## src/sfr_pkg.sv

```systemverilog
// ----------------------------------------------------------------------------
// sfr_pkg
// Shared types and constants for the serial frame receiver.
// ----------------------------------------------------------------------------
package sfr_pkg;

   localparam int          CSR_ADDR_W     = 3;
   localparam int          CSR_DATA_W     = 32;
   localparam int          REQ_DATA_W     = 8;
   localparam int          RSP_DATA_W     = 56;
   localparam logic [15:0] TIMEOUT_RESET  = 16'd100;
   localparam logic [7:0]  SYNC_BYTE      = 8'hFF;
   localparam logic [8:0]  SUM_MOD        = 9'd255;
   localparam logic [15:0] TIMER_MAX      = 16'hFFFF;

   typedef enum logic [0:0] {
      CSR_TIMEOUT = 1'b0
   } csr_index_type;

   typedef enum logic [0:0] {
      OP_BYTE = 1'b0,
      OP_TICK = 1'b1
   } opcode_type;

   typedef enum logic [1:0] {
      EV_PAYLOAD = 2'd0,
      EV_GOOD    = 2'd1,
      EV_BAD     = 2'd2,
      EV_ABORT   = 2'd3
   } evt_type;

   typedef enum logic [2:0] {
      PH_IDLE  = 3'd0,
      PH_SYNC2 = 3'd1,
      PH_HEAD  = 3'd2,
      PH_DATA  = 3'd3,
      PH_CSUM  = 3'd4
   } phase_type;

   typedef struct packed {
      logic        valid;
      evt_type     event_res;
      logic [7:0]  sender_id;
      logic [7:0]  receiver_id;
      logic [7:0]  payload_byte;
      logic [15:0] byte_index;
      logic [15:0] frame_length;
      logic        last;
   } rsp_item_type;

endpackage

```

## src/sfr_csr.sv

```systemverilog
// ----------------------------------------------------------------------------
// sfr_csr
// Configuration register file: holds the timeout in ticks.
// ----------------------------------------------------------------------------
module sfr_csr (
   input  logic                             clock,
   input  logic                             reset,
   input  logic                             csr_psel,
   input  logic                             csr_penable,
   input  logic                             csr_pwrite,
   input  logic [sfr_pkg::CSR_ADDR_W-1:0]   csr_paddr,
   input  logic [sfr_pkg::CSR_DATA_W-1:0]   csr_pwdata,
   output logic [sfr_pkg::CSR_DATA_W-1:0]   csr_prdata,
   output logic                             csr_pready,
   output logic [15:0]                      timeout_ticks
);
   import sfr_pkg::*;

   logic [15:0]   timeout_ff;
   logic [15:0]   timeout_in;
   csr_index_type reg_index;
   logic          wr_en;

   assign reg_index  = csr_index_type'(csr_paddr[CSR_ADDR_W-1]);
   assign csr_pready = 1'b1;
   assign wr_en      = csr_psel & csr_penable & csr_pwrite & csr_pready;

   always_comb begin
      timeout_in = timeout_ff;
      if (wr_en && reg_index == CSR_TIMEOUT) begin
         timeout_in = csr_pwdata[15:0];
      end
   end

   always_ff @(posedge clock) begin
      if (reset) begin
         timeout_ff <= TIMEOUT_RESET;
      end else begin
         timeout_ff <= timeout_in;
      end
   end

   always_comb begin
      csr_prdata = '0;
      case (reg_index)
         CSR_TIMEOUT: csr_prdata = {{(CSR_DATA_W-16){1'b0}}, timeout_ff};
         default:     csr_prdata = '0;
      endcase
   end

   assign timeout_ticks = timeout_ff;

endmodule

```

## src/sfr_parser.sv

```systemverilog
// ----------------------------------------------------------------------------
// sfr_parser
// Frame parser state: sync detection, header capture, running checksum,
// payload indexing and tick timeout. One transaction per step.
// ----------------------------------------------------------------------------
module sfr_parser (
   input  logic                  clock,
   input  logic                  reset,
   input  logic                  step,
   input  logic                  opcode,
   input  logic [7:0]            rx_byte,
   input  logic [15:0]           timeout_ticks,
   output sfr_pkg::rsp_item_type result
);
   import sfr_pkg::*;

   phase_type   phase_ff,   phase_in;
   logic [1:0]  hcount_ff,  hcount_in;
   logic [7:0]  sender_ff,  sender_in;
   logic [7:0]  receiver_ff, receiver_in;
   logic [15:0] length_ff,  length_in;
   logic [15:0] pcount_ff,  pcount_in;
   logic [7:0]  sum_ff,     sum_in;
   logic        tactive_ff, tactive_in;
   logic [15:0] tcount_ff,  tcount_in;

   logic [8:0]  sum_raw;
   logic [7:0]  sum_next;
   logic [15:0] tcount_inc;
   logic [15:0] len_hdr;
   logic [15:0] pcount_inc;

   assign sum_raw    = {1'b0, sum_ff} + {1'b0, rx_byte};
   assign sum_next   = (sum_raw >= SUM_MOD) ? 8'(sum_raw - SUM_MOD) : sum_raw[7:0];
   assign tcount_inc = (tcount_ff != TIMER_MAX) ? 16'(tcount_ff + 16'd1) : tcount_ff;
   assign len_hdr    = (hcount_ff == 2'd2) ? {rx_byte, 8'h00} : {length_ff[15:8], rx_byte};
   assign pcount_inc = 16'(pcount_ff + 16'd1);

   always_comb begin
      phase_in    = phase_ff;
      hcount_in   = hcount_ff;
      sender_in   = sender_ff;
      receiver_in = receiver_ff;
      length_in   = length_ff;
      pcount_in   = pcount_ff;
      sum_in      = sum_ff;
      tactive_in  = tactive_ff;
      tcount_in   = tcount_ff;

      result              = '0;
      result.sender_id    = sender_ff;
      result.receiver_id  = receiver_ff;
      result.frame_length = length_ff;

      if (opcode == OP_TICK) begin
         if (tactive_ff) begin
            tcount_in = tcount_inc;
            if (tcount_inc >= timeout_ticks) begin
               tactive_in = 1'b0;
               phase_in   = PH_IDLE;
               if (phase_ff == PH_HEAD || phase_ff == PH_DATA || phase_ff == PH_CSUM) begin
                  result.valid     = 1'b1;
                  result.event_res = EV_ABORT;
                  result.last      = 1'b1;
               end
            end
         end
      end else begin
         case (phase_ff)
            PH_SYNC2: begin
               if (rx_byte == SYNC_BYTE) begin
                  phase_in    = PH_HEAD;
                  hcount_in   = 2'd0;
                  sender_in   = '0;
                  receiver_in = '0;
                  length_in   = '0;
                  sum_in      = '0;
               end else begin
                  phase_in = PH_IDLE;
               end
            end
            PH_HEAD: begin
               sum_in = sum_next;
               case (hcount_ff)
                  2'd0:    sender_in   = rx_byte;
                  2'd1:    receiver_in = rx_byte;
                  default: length_in   = len_hdr;
               endcase
               if (hcount_ff == 2'd3) begin
                  hcount_in = 2'd0;
                  if (len_hdr == 16'd0) begin
                     phase_in = PH_IDLE;
                  end else begin
                     pcount_in = '0;
                     phase_in  = PH_DATA;
                  end
               end else begin
                  hcount_in = 2'(hcount_ff + 2'd1);
               end
            end
            PH_DATA: begin
               sum_in              = sum_next;
               pcount_in           = pcount_inc;
               result.valid        = 1'b1;
               result.event_res    = EV_PAYLOAD;
               result.payload_byte = rx_byte;
               result.byte_index   = pcount_ff;
               if (pcount_inc >= length_ff) begin
                  phase_in = PH_CSUM;
               end
            end
            PH_CSUM: begin
               tactive_in       = 1'b0;
               phase_in         = PH_IDLE;
               result.valid     = 1'b1;
               result.event_res = (sum_ff == rx_byte) ? EV_GOOD : EV_BAD;
               result.last      = 1'b1;
            end
            default: begin
               phase_in = PH_IDLE;
               if (rx_byte == SYNC_BYTE) begin
                  phase_in   = PH_SYNC2;
                  tactive_in = 1'b1;
                  tcount_in  = '0;
               end
            end
         endcase
      end
   end

   always_ff @(posedge clock) begin
      if (reset) begin
         phase_ff    <= PH_IDLE;
         hcount_ff   <= '0;
         sender_ff   <= '0;
         receiver_ff <= '0;
         length_ff   <= '0;
         pcount_ff   <= '0;
         sum_ff      <= '0;
         tactive_ff  <= 1'b0;
         tcount_ff   <= '0;
      end else if (step) begin
         phase_ff    <= phase_in;
         hcount_ff   <= hcount_in;
         sender_ff   <= sender_in;
         receiver_ff <= receiver_in;
         length_ff   <= length_in;
         pcount_ff   <= pcount_in;
         sum_ff      <= sum_in;
         tactive_ff  <= tactive_in;
         tcount_ff   <= tcount_in;
      end
   end

endmodule

```

## src/sfr_out_stage.sv

```systemverilog
// ----------------------------------------------------------------------------
// sfr_out_stage
// Result register: holds one result until the downstream side takes it.
// ----------------------------------------------------------------------------
module sfr_out_stage (
   input  logic                               clock,
   input  logic                               reset,
   input  logic                               load,
   input  sfr_pkg::rsp_item_type              result,
   output logic                               slot_free,
   output logic                               rsp_tvalid,
   input  logic                               rsp_tready,
   output logic [sfr_pkg::RSP_DATA_W-1:0]     rsp_tdata,
   output logic [1:0]                         rsp_tuser,
   output logic                               rsp_tlast
);
   import sfr_pkg::*;

   logic         valid_ff, valid_in;
   rsp_item_type item_ff,  item_in;

   assign slot_free = ~valid_ff | rsp_tready;

   always_comb begin
      valid_in = valid_ff;
      item_in  = item_ff;
      if (load) begin
         valid_in = result.valid;
         item_in  = result;
      end else if (rsp_tready) begin
         valid_in = 1'b0;
      end
   end

   always_ff @(posedge clock) begin
      if (reset) begin
         valid_ff <= 1'b0;
      end else begin
         valid_ff <= valid_in;
      end
   end

   always_ff @(posedge clock) begin
      item_ff <= item_in;
   end

   assign rsp_tvalid = valid_ff;
   assign rsp_tuser  = item_ff.event_res;
   assign rsp_tlast  = item_ff.last;
   assign rsp_tdata  = {item_ff.frame_length, item_ff.byte_index, item_ff.payload_byte,
                        item_ff.receiver_id, item_ff.sender_id};

endmodule

```

## src/serial_frame_receiver_core.sv

```systemverilog
// ----------------------------------------------------------------------------
// serial_frame_receiver_core
// Parses sync/header/payload/checksum frames from a byte and tick stream.
//
//   channel  dir  handshake            payload
//   req      in   tvalid/tready        tuser opcode, tdata rx_byte
//   rsp      out  tvalid/tready/tlast  tuser event_res, tdata header/payload
//   csr      in   psel/penable/pready  timeout_ticks at address 0
//
// One transaction per cycle unless rsp stalls; input and result are both
// registered. The input register feeds the parser, whose combinational
// update holds the checksum add and compare. Reset is synchronous and
// clears all control state; the timeout returns to 100 ticks. A stalled rsp
// holds one result while one more transaction waits in the input register.
// ----------------------------------------------------------------------------
module serial_frame_receiver_core (
   input  logic                             clock,
   input  logic                             reset,
   input  logic                             req_tvalid,
   output logic                             req_tready,
   input  logic [sfr_pkg::REQ_DATA_W-1:0]   req_tdata,  // [7:0] rx_byte
   input  logic                             req_tuser,  // [0] opcode
   output logic                             rsp_tvalid,
   input  logic                             rsp_tready,
   // [7:0] sender_id, [15:8] receiver_id, [23:16] payload_byte,
   // [39:24] byte_index, [55:40] frame_length
   output logic [sfr_pkg::RSP_DATA_W-1:0]   rsp_tdata,
   output logic [1:0]                       rsp_tuser,  // [1:0] event_res
   output logic                             rsp_tlast,
   input  logic                             csr_psel,
   input  logic                             csr_penable,
   input  logic                             csr_pwrite,
   input  logic [sfr_pkg::CSR_ADDR_W-1:0]   csr_paddr,
   input  logic [sfr_pkg::CSR_DATA_W-1:0]   csr_pwdata,
   output logic [sfr_pkg::CSR_DATA_W-1:0]   csr_prdata,
   output logic                             csr_pready
);
   import sfr_pkg::*;

   logic         in_valid_ff, in_valid_in;
   logic         opcode_ff,   opcode_in;
   logic [7:0]   byte_ff,     byte_in;
   logic [15:0]  timeout_ticks;
   logic         slot_free;
   logic         step;
   rsp_item_type result;

   assign step       = in_valid_ff & slot_free;
   assign req_tready = ~in_valid_ff | step;

   always_comb begin
      in_valid_in = in_valid_ff;
      opcode_in   = opcode_ff;
      byte_in     = byte_ff;
      if (req_tvalid && req_tready) begin
         in_valid_in = 1'b1;
         opcode_in   = req_tuser;
         byte_in     = req_tdata;
      end else if (step) begin
         in_valid_in = 1'b0;
      end
   end

   always_ff @(posedge clock) begin
      if (reset) begin
         in_valid_ff <= 1'b0;
      end else begin
         in_valid_ff <= in_valid_in;
      end
   end

   always_ff @(posedge clock) begin
      opcode_ff <= opcode_in;
      byte_ff   <= byte_in;
   end

   sfr_csr u_csr (
      .clock         (clock),
      .reset         (reset),
      .csr_psel      (csr_psel),
      .csr_penable   (csr_penable),
      .csr_pwrite    (csr_pwrite),
      .csr_paddr     (csr_paddr),
      .csr_pwdata    (csr_pwdata),
      .csr_prdata    (csr_prdata),
      .csr_pready    (csr_pready),
      .timeout_ticks (timeout_ticks)
   );

   sfr_parser u_parser (
      .clock         (clock),
      .reset         (reset),
      .step          (step),
      .opcode        (opcode_ff),
      .rx_byte       (byte_ff),
      .timeout_ticks (timeout_ticks),
      .result        (result)
   );

   sfr_out_stage u_out (
      .clock      (clock),
      .reset      (reset),
      .load       (step),
      .result     (result),
      .slot_free  (slot_free),
      .rsp_tvalid (rsp_tvalid),
      .rsp_tready (rsp_tready),
      .rsp_tdata  (rsp_tdata),
      .rsp_tuser  (rsp_tuser),
      .rsp_tlast  (rsp_tlast)
   );

   a_last_matches_event: assert property (@(posedge clock) disable iff (reset)
      rsp_tvalid |-> (rsp_tlast == (rsp_tuser != EV_PAYLOAD)))
      else $error("tlast does not match event kind");

   a_index_in_frame: assert property (@(posedge clock) disable iff (reset)
      (rsp_tvalid && rsp_tuser == EV_PAYLOAD) |-> (rsp_tdata[39:24] < rsp_tdata[55:40]))
      else $error("payload index outside frame length");

   a_input_held_on_stall: assert property (@(posedge clock) disable iff (reset)
      (in_valid_ff && !slot_free) |=> (in_valid_ff && $stable(byte_ff) && $stable(opcode_ff)))
      else $error("pending transaction lost while result stalled");

   a_ready_when_free: assert property (@(posedge clock) disable iff (reset)
      slot_free |-> req_tready)
      else $error("input stalled with a free result slot");

   a_end_has_no_payload: assert property (@(posedge clock) disable iff (reset)
      (rsp_tvalid && rsp_tlast) |-> (rsp_tdata[39:16] == '0))
      else $error("end result carries payload fields");

endmodule

```

## config.mk

```make
export PLATFORM = sky130hd
export DESIGN_NAME = serial_frame_receiver_core
export DESIGN_NICKNAME = d
export VERILOG_FILES = /design/src/sfr_pkg.sv /design/src/sfr_csr.sv /design/src/sfr_parser.sv /design/src/sfr_out_stage.sv /design/src/serial_frame_receiver_core.sv
export SDC_FILE = /design/constraint.sdc
export NUM_CORES = 1
export LEC_CHECK = 0
export BUFFER_PORTS_ARGS = -buffer_cell sky130_fd_sc_hd__buf_4
export CAP_MARGIN = 5
export CORE_ASPECT_RATIO = 0.6
export CORE_MARGIN = 3
export CORE_UTILIZATION = 55
export CTS_BUF_LIST = sky130_fd_sc_hd__clkbuf_4 sky130_fd_sc_hd__clkbuf_8
export DETAILED_ROUTE_END_ITERATION = 7
export PLACE_DENSITY = 0.79
export SLEW_MARGIN = 10
export SYNTH_ARGS = -nofsm -noshare
export SYNTH_HDL_FRONTEND = slang
export SYNTH_SLANG_ARGS = --single-unit
```

## constraint.sdc

```tcl
create_clock -name clock -period 9.75 [get_ports clock]
set_input_delay 1.4625 -clock clock [delete_from_list [all_inputs] [get_ports clock]]
set_output_delay 1.4625 -clock clock [all_outputs]
set_load 0.005 [all_outputs]
```

## Word level (Yosys, flattened, before mapping)

Cells that the tools add are included.

- Bits in registers: 164
- Input port bits: 51
- Output and inout port bits: 94
- Word-level logic and storage cells: 139

- $add $sub $neg: 5
- Order comparisons: 3
- Eq/ne operators: 22
- Multiplexer cells: 51
- Bitwise gates (word level): 10
- Reductions and logical operators: 27

Operator list:

| cell | number |
|---|---|
| 16-bit 2-to-1 mux | 10 |
| 16-bit case mux with 2 select lines | 2 |
| 8-bit case mux with 2 select lines | 3 |
| 16-bit by 1-bit adder with 16-bit output (second input constant) | 2 |
| 16-bit >= comparator | 2 |
| 8-bit 2-to-1 mux | 4 |
| 3-bit 2-to-1 mux | 9 |
| 5-bit AND reduction | 5 |
| 16-bit logical NOT | 1 |
| 16-bit inequality test (second input constant) | 1 |
| 1-bit 2-to-1 mux | 14 |
| 3-bit case mux with 4 select lines | 1 |
| 4-bit AND reduction | 3 |
| 2-bit nonzero test | 6 |
| 2-bit 2-to-1 mux | 5 |
| 2-bit by 1-bit inequality test with 1-bit output (second input constant) | 5 |
| 2-bit inequality test (second input constant) | 5 |
| 8-bit by 8-bit adder with 9-bit output | 1 |
| 9-bit by 8-bit >= comparator with 1-bit output (second input constant) | 1 |
| 8-bit equality test | 1 |
| 8-bit equality test (second input constant) | 1 |
| 8-bit subtractor (second input constant) | 1 |
| 3-bit by 2-bit equality test with 1-bit output (second input constant) | 2 |
| 3-bit inequality test (second input constant) | 2 |
| 19 further kinds | 31 |

## Longest topological paths before layout

Gate-level depths: netlist of the first run.

- Word-level depth: 8
- Gate-level depth with buffers: 16
- Depth with buffers taken out: 15

## Cells and area by module

From an unflattened synthesis of the first run, not the netlist that was laid out.

- Cells, all modules: 905
- Area total of the unflattened synthesis: 8668.3 um^2

Modules (own cells, without submodules):

| module | instances | cells each | area an instance (um^2) | seq. area each (um^2) |
|---|---|---|---|---|
| sfr_parser | 1 | 721 | 5537.8 | 1561.5 |
| sfr_out_stage | 1 | 63 | 1825.5 | 1791.7 |
| sfr_csr | 1 | 106 | 972.2 | 320.3 |
| serial_frame_receiver_core | 1 | 15 | 332.8 | 290.3 |

## Worst setup path after synthesis of the first run

Ideal clock, no wire load.

- Kind: input-to-reg
- Start point: input rsp_tready
- End point: register u_parser.phase_ff[0]
- Setup time: 0.087 ns
- Data arrival time: 3.658 ns
- Data required time: 9.663 ns
- Slack: 6.005 ns
- Stages on the path: 8
- Buffers on the path: 0
- Path through: nand2b_1 > nand2_1 > inv_2 > o311ai_1 > a2111oi_0 > nor2_1 > or4b_1 > o31ai_1

- Longest elaborated chain between the ends: 3

Ends and longest elaborated chain:

| element | RTL line | text |
|---|---|---|
| start, declared | serial_frame_receiver_core.sv:24 | `input logic rsp_tready,` |
| 1-bit bitwise OR | sfr_out_stage.sv:22 | `assign slot_free = ~valid_ff \| rsp_tready;` |
| 1-bit bitwise AND | serial_frame_receiver_core.sv:48 | `assign step = in_valid_ff & slot_free;` |
| via step | serial_frame_receiver_core.sv:45 | `logic step;` |
| 5-bit AND reduction (no source line) | - |  |
| end signal, assigned | sfr_parser.sv:143 | `phase_ff <= phase_in;` |
| end, declared | sfr_parser.sv:17 | `phase_type phase_ff, phase_in;` |

The timed path passes the listed nets, and every way through them passes these cells.
A chain may end at the register's enable or synchronous reset.

## Worst setup path in the final report of the first run

- Start point: register u_parser.tcount_ff[0]
- End point: register u_parser.phase_ff[2]

- Longest elaborated chain between the ends: 5
- Elaborated cells between the ends (all ways): 6
- Classes of those cells: 1 x add/sub; 1 x order compare; 2 x eq/ne; 1 x mux; 1 x reduce/logical

Ends and longest elaborated chain:

| element | RTL line | text |
|---|---|---|
| start, declared | sfr_parser.sv:25 | `logic [15:0] tcount_ff, tcount_in;` |
| start signal, assigned | sfr_parser.sv:151 | `tcount_ff <= tcount_in;` |
| 16-bit by 1-bit adder with 16-bit output / 16-bit inequality test (equally long branches) | sfr_parser.sv:35 | `assign tcount_inc = (tcount_ff != TIMER_MAX) ? 16'(tcount_ff + 16'd1) : tcount_ff;` |
| 16-bit 2-to-1 mux * | sfr_parser.sv:35 |  |
| 16-bit >= comparator * | sfr_parser.sv:58 | `if (tcount_inc >= timeout_ticks) begin` |
| 2-bit by 1-bit inequality test with 1-bit output (no source line) * | - |  |
| 5-bit AND reduction (no source line) * | - |  |

Mark *: on every way between the ends. The rest lies on a longest branch, timed or not.

==> results.py, run 1 <==
metrics = {
    "logic_synthesis": {
        "postSynthCellCount": 901,
        "synthTopCellsByArea": "edfxtp_1 (24%), dfxtp_1 (23%), ha_1 (7.0%), a21oi_1 (4.8%), nand2_1 (4.4%)",
        "ys_types": 70,
        "yosysWarnings": 0,
        "synth_area_per_cell_sq_um": 9.29,
        "synth_edf_count": 68,
        "synthArstFlopShare_pct": 0,
        "ys_ff_latch": 164,
        "synth_ff_type": "dfxtp_1",
        "ys_seq_area_share_pct": 47.4,
        "synth_area_sq_um": 8370,
        "synth_top_area_share_pct": 24.4,
        "synth_largest_area_cell": "edfxtp_1",
    },
    "global_routing": {
        "grt_pass1_wl_mm": 31.7,
        "gr-usage-all-layers_pct": 23.9,
        "antenna_found_initial": 0,
        "grt_overflow_total": 0,
        "grt_pass1_vias": 6291,
        "grt_start_max_net_pins": 87,
    },
    "worst_setup_path": {
        "path_buf_inv": 0,
        "regToRegSetupSlack_ps": 5420,
        "start_kind": "flip-flop",
        "cp.arrival_ps": 4700,
        "cp.required_ps": 10120,
        "cp_max_fo": 10,
        "crit_cells": 15,
        "r2r_start": "u_parser.tcount_ff[0]",
        "path_class": "flip-flop to flip-flop",
        "cp-end-kind": "flip-flop",
        "reg2regPathDepth": 15,
        "path_cells": "ha_1 > nand4_1 > nor4_2 > nand2_1 > nand2b_1 > nor2_1 > xor2_1 > ha_1 > nand2_1 > a21oi_1 > a2111oi_0 > nor3_1 > a2111oi_2 > a21oi_1 > o32ai_1",
        "critical-path-max-stage-delay_ps": 540,
        "crit_path_top_delay_cell": "a2111oi_2",
        "critical-path-top-delay-family": "compound AO/OA/AOI/OAI gates",
        "regToRegEndpoint": "u_parser.phase_ff[2]",
    },
    "die": {
        "die-area_sq_um": 16800,
        "ios": 145,
        "die_x_microns": 165,
        "start_util_pct": 57.0,
        "fp.dieH_microns": 102,
        "coreArea_sq_um": 14700,
        "num_rows": 34,
    },
    "timing": {
        "max_freq_mhz": 231,
        "fin_crit_sh_pct": 44.5,
        "maxSlewHeadroom_pct": 25.1,
        "tightestPinTransition_ps": 1110,
        "rsz0062_at_grt": "false",
        "setup_viol": 0,
        "slew_violations": 0,
        "fin_tns_setup_ps": 0,
        "finalClockSkew_ps": 17.5,
        "finalHoldViolCount": 0,
        "layout_min_cycle_time_ps": 4330,
    },
    "clocking": {
        "cts_made_buffers": 17,
        "ctsHoldBuffers": 0,
        "clock-sinks": 164,
        "worstSkewPairLatency_ps": 470,
        "clock-root-buffer": "clkbuf_8",
        "cts_resized": 0,
        "tritoncts": "yes",
        "clk_path_buf_depth": 2,
        "clk_pin_slew_ps": 110,
        "post-cts-setup-buffers": 0,
        "htreeDepth": 4,
    },
    "hold_path": {
        "min_from": "u_parser.receiver_ff[0]",
        "worst_hold_path.endpoint": "u_out.rsp_tdata[8]",
        "worstHoldPathType": "flip-flop to flip-flop",
        "min_path_cells": 0,
    },
    "power_and_ir_drop": {
        "p_leak_nw": 3.79,
        "ir_worst_vdd_v": 0.0000848,
        "p_per_area_nw_per_um2": 134,
    },
    "route": {
        "wl_per_cell_microns": 16.3,
        "drc": 0,
        "dr.pass1.iters": 5,
        "drtIter0Drc": 696,
        "vias_per_cell": 5.75,
        "ant_nets": 0,
        "num_vias": 6963,
        "totalWireLength_mm": 19.7,
    },
    "cells_and_area": {
        "diodes": 0,
        "nets": 1099,
        "drive_above_1_share_pct": 16.1,
        "area_delta_synth_final_pct": 15.8,
        "fin_util_pct": 66.0,
        "final_cell_mix": "buf_4 (114), nand2_1 (99), dfxtp_1 (96), nor2_1 (91), a21oi_1 (80)",
        "final_common_cell": "buf_4",
    },
    "status": {
        "outcome": "completed",
    },
    "job": {
        "max_cap_violations": 0,
    },
    "placement": {
        "gp_congestion": 0.911,
        "hpwl_mm": 14.2,
        "io_buffers": 109,
    },
}
[cells by family after synthesis]
family          Yosys count  synth area share (%)
simple gates            348                  20.2
xor+xnor                 30                  3.32
buf+inv                 101                  5.43
flops                   164                  47.4
fa+ha+maj                48                  7.27
mux                       4                 0.508
other cells               2                0.0897
compound gates          204                  15.8
[metrics by stage]
| step | setup slack, ps | hold slack [ps] | cell area [sq um] | std cells | total power [mW] |
|---|---|---|---|---|---|
| floorplan | 6010 | 408 | 8420 | 916 | 0.784 |
| global placement | 5560 | 413 | 9270 | 1179 | 0.814 |
| detailed placement | 5470 | 421 | 9270 | 1179 | 0.815 |
| CTS | 5410 | 440 | 9690 | 1211 | 1.30 |
| global route | 4970 | 460 | 9690 | 1211 | 1.34 |
| finish | 5420 | 435 | 9690 | 1211 | 1.30 |
[synth_stat cells, types with 8 or more instances]
master,count
ha_1,47
a22oi_1,11
xor2_1,11
buf_4,18
inv_1,49
and2_1,26
nand3_1,41
dfxtp_1,96
nor3_1,20
o21ai_1,8
nand2_1,99
clkbuf_1,21
o31ai_1,8
or3_1,8
edfxtp_1,68
o21ai_0,28
a21o_1,13
nor2_1,91
xnor2_1,17
a21oi_1,80
nand4_1,13
[power breakdown]
group / leakage, nW / total [mW] / internal (mW) / switching [mW]
logic: 2.14 / 0.0656 / 0.0277 / 0.0379
clock network: 0.201 / 0.499 / 0.197 / 0.302
registers: 1.45 / 0.735 / 0.723 / 0.0113
total: 3.79 / 1.30 / 0.948 / 0.352
[how the worst max path moves through the flow]
stage,end,from,slack [ps]
after floorplan,u_parser.phase_ff[0],rsp_tready,6010
after global placement,u_parser.length_ff[15],rsp_tready,5560
after detailed placement,u_parser.length_ff[15],rsp_tready,5470
after CTS,u_parser.phase_ff[2],u_parser.tcount_ff[0],5410
after global routing,u_parser.phase_ff[0],u_parser.tcount_ff[0],4970
final,u_parser.phase_ff[2],u_parser.tcount_ff[0],5420
[routing by layer]
| layer | GRT usage [%] | vias up | wire, microns |
|---|---|---|---|
| met5 | 0 | - | 0 |
| met4 | 6.83 | 0 | 238 |
| met3 | 5.03 | 25 | 1610 |
| met2 | 33.1 | 291 | 8150 |
| met1 | 37.3 | 3268 | 9680 |
| li1 | - | 3379 | - |
[sequential cells by signal, indices dropped and copies added (netlist names), 2 cells and up]
signal and flops:
byte_ff 8, u_csr.timeout_ticks 16, u_out.rsp_tdata 56, u_out.rsp_tuser 2
u_parser.hcount_ff 2, u_parser.length_ff 16, u_parser.pcount_ff 16, u_parser.phase_ff 3
u_parser.receiver_ff 8, u_parser.sender_ff 8, u_parser.sum_ff 8, u_parser.tcount_ff 16
[worst register-to-register path, stage by stage, from the launching register on]
cell       delay [ps]
dfxtp_1           450
ha_1              250
nand4_1           190
nor4_2            300
nand2_1           310
nand2b_1          360
nor2_1            120
xor2_1            170
ha_1              290
nand2_1           110
a21oi_1            60
a2111oi_0         470
nor3_1            140
a2111oi_2         540
a21oi_1           240
o32ai_1           260
[area by class of cell]
class	instances	area (sq um)
flip-flops and latches	164	3960
clock inverters	15	186
clock buffers	17	234
multi-input cells	651	4010
inverters	52	195
well taps	198	248
fillers	1208	4990
repair buffers	114	856
Note: power is estimated with default switching activity, not from simulation.
==> run 2, diff against run 1 <==
- CORE_UTILIZATION: 55 -> 53
- clock period: 9.75 -> 3.8 ns (I/O delays scaled with it)
==> results.py, run 2 (synthesis gave the netlist of run 1 again) <==
metrics = {
    "hold_path": {
        "worstHoldPathType": "primary input to flip-flop",
        "min_from": "req_tdata[4]",
        "worst_hold_path.endpoint": "byte_ff[4]",
        "min_path_cells": 1,
    },
    "clocking": {
        "worstSkewPairLatency_ps": 460,
        "clock-root-buffer": "clkbuf_8",
        "clk_pin_slew_ps": 100,
        "cts_made_buffers": 17,
        "clock-sinks": 164,
        "htreeDepth": 4,
        "tritoncts": "yes",
        "clk_path_buf_depth": 2,
    },
    "cells_and_area": {
        "area_delta_synth_final_pct": 17.9,
        "largest_register_ffs": 56,
        "final_cell_mix": "buf_4 (122), nand2_1 (98), dfxtp_1 (94), nor2_1 (89), a21oi_1 (79)",
        "final_common_cell": "buf_4",
        "diodes": 0,
        "drive_above_1_share_pct": 17.9,
        "fin_util_pct": 65.9,
        "nets": 1107,
    },
    "worst_setup_path": {
        "path_buf_inv": 0,
        "cpMostUsedCell": "nand2b_4",
        "reg2regPathDepth": 14,
        "start_kind": "flip-flop",
        "regToRegEndpoint": "u_out.rsp_tuser[0]",
        "r2r_start": "u_parser.tcount_ff[1]",
        "critical-path-top-delay-family": "simple AND/OR/NAND/NOR gates",
        "cp-end-kind": "flip-flop",
        "path_class": "flip-flop to flip-flop",
        "crit_path_start": "u_parser.tcount_ff[1]",
        "cp_max_fo": 5,
        "path_cells": "ha_4 > nand4_1 > nor4_4 > nand2_2 > nand2b_4 > nor2_1 > xor2_1 > ha_1 > a211oi_1 > nand2_1 > o311a_4 > a2111oi_4 > nand2b_4 > o21ai_0",
        "crit_path_top_delay_cell": "a2111oi_4",
        "cp.required_ps": 4000,
        "cp.arrival_ps": 3850,
        "regToRegSetupSlack_ps": 150,
        "critical-path-max-stage-delay_ps": 460,
    },
    "die": {
        "coreArea_sq_um": 15000,
        "fp.dieH_microns": 103,
        "die-area_sq_um": 17400,
        "die_x_microns": 168,
        "num_rows": 34,
        "ios": 145,
        "start_util_pct": 55.9,
    },
    "timing": {
        "fin_crit_sh_pct": 96.0,
        "finalClockSkew_ps": 22.2,
        "slew_violations": 0,
        "setup_viol": 0,
        "tightestPinTransition_ps": 955,
        "maxSlewHeadroom_pct": 36.4,
        "finalHoldViolCount": 0,
        "layout_min_cycle_time_ps": 3650,
        "max_freq_mhz": 274,
    },
    "global_routing": {
        "grt_pass1_vias": 6375,
        "grt_pass1_wl_mm": 32.7,
        "grt_overflow_total": 0,
        "grt_start_max_net_pins": 87,
        "antenna_found_initial": 0,
        "gr-usage-all-layers_pct": 23.5,
    },
    "power_and_ir_drop": {
        "p_leak_nw": 3.87,
        "total_power_mw": 3.34,
        "ir_worst_vdd_v": 0.000257,
        "p_per_area_nw_per_um2": 339,
    },
    "route": {
        "dr.pass1.iters": 5,
        "totalWireLength_mm": 20.3,
        "drc": 0,
        "vias_per_cell": 5.75,
        "num_vias": 7014,
        "wl_per_cell_microns": 16.7,
        "drtIter0Drc": 701,
        "ant_nets": 0,
    },
    "placement": {
        "io_buffers": 109,
        "gp_congestion": 0.907,
        "hpwl_mm": 14.5,
    },
    "job": {
        "max_cap_violations": 0,
    },
    "status": {
        "outcome": "completed",
    },
}
[run 2: how the worst max path moves through the flow]
stage,to,cells after the start
6_report,u_out.rsp_tuser[0],14
5_1_grt,u_out.rsp_tuser[0],14
4_1_cts,u_parser.phase_ff[2],15
3_5_place_dp,u_out.rsp_tuser[0],15
3_3_place_gp,u_parser.phase_ff[2],15
2_1_floorplan,u_out.rsp_tuser[0],16
[run 2: layer usage]
metal / share of wire [%] / GRT usage [%]
met5: 0 / 0
met3: 9.3 / 4.86
met1: 47 / 35.9
met2: 43 / 34.4
met4: 1.1 / 5.91
[run 2: final cells by class]
type / count / area [sq um]
flip-flops and latches: 164 / 3970
well taps: 198 / 248
multi-input cells: 651 / 4100
clock inverters: 15 / 204
repair buffers: 122 / 916
clock buffers: 17 / 234
inverters: 52 / 195
fillers: 1192 / 5110
[run 2: through the flow]
stage	hold slack, ps	setup WS, ps	cells	instance area (sq um)	setup TNS (ps)
2_1_floorplan	408	371	916	8420	0
3_3_place_gp	414	112	1184	9310	0
3_5_place_dp	419	54.8	1184	9310	0
4_1_cts	271	6.00	1216	9740	0
5_1_grt	262	-30.4	1219	9860	-59.6
6_report	284	151	1219	9860	0
[run 2: worst register-to-register path: stages (launching register included)]
cell and delay [ps]:
dfxtp_2 400, ha_4 160, nand4_1 220, nor4_4 380, nand2_2 120, nand2b_4 110
nor2_1 50, xor2_1 180, ha_1 280, a211oi_1 210, nand2_1 110, o311a_4 390
a2111oi_4 460, nand2b_4 230, o21ai_0 80
[run 2: where the power goes]
group	total, mW	switching (mW)	internal, mW	leakage [nW]
combinational	0.170	0.0984	0.0716	2.21
sequential	1.89	0.0297	1.86	1.45
clock	1.29	0.776	0.512	0.213
[run 2: what timing repair did]
action,in CTS,in global routing
hold buffers,0,0
endpoints found under the setup margin,0,8
setup buffers,0,3
endpoints found under the hold margin,0,0
gates resized for setup,0,19
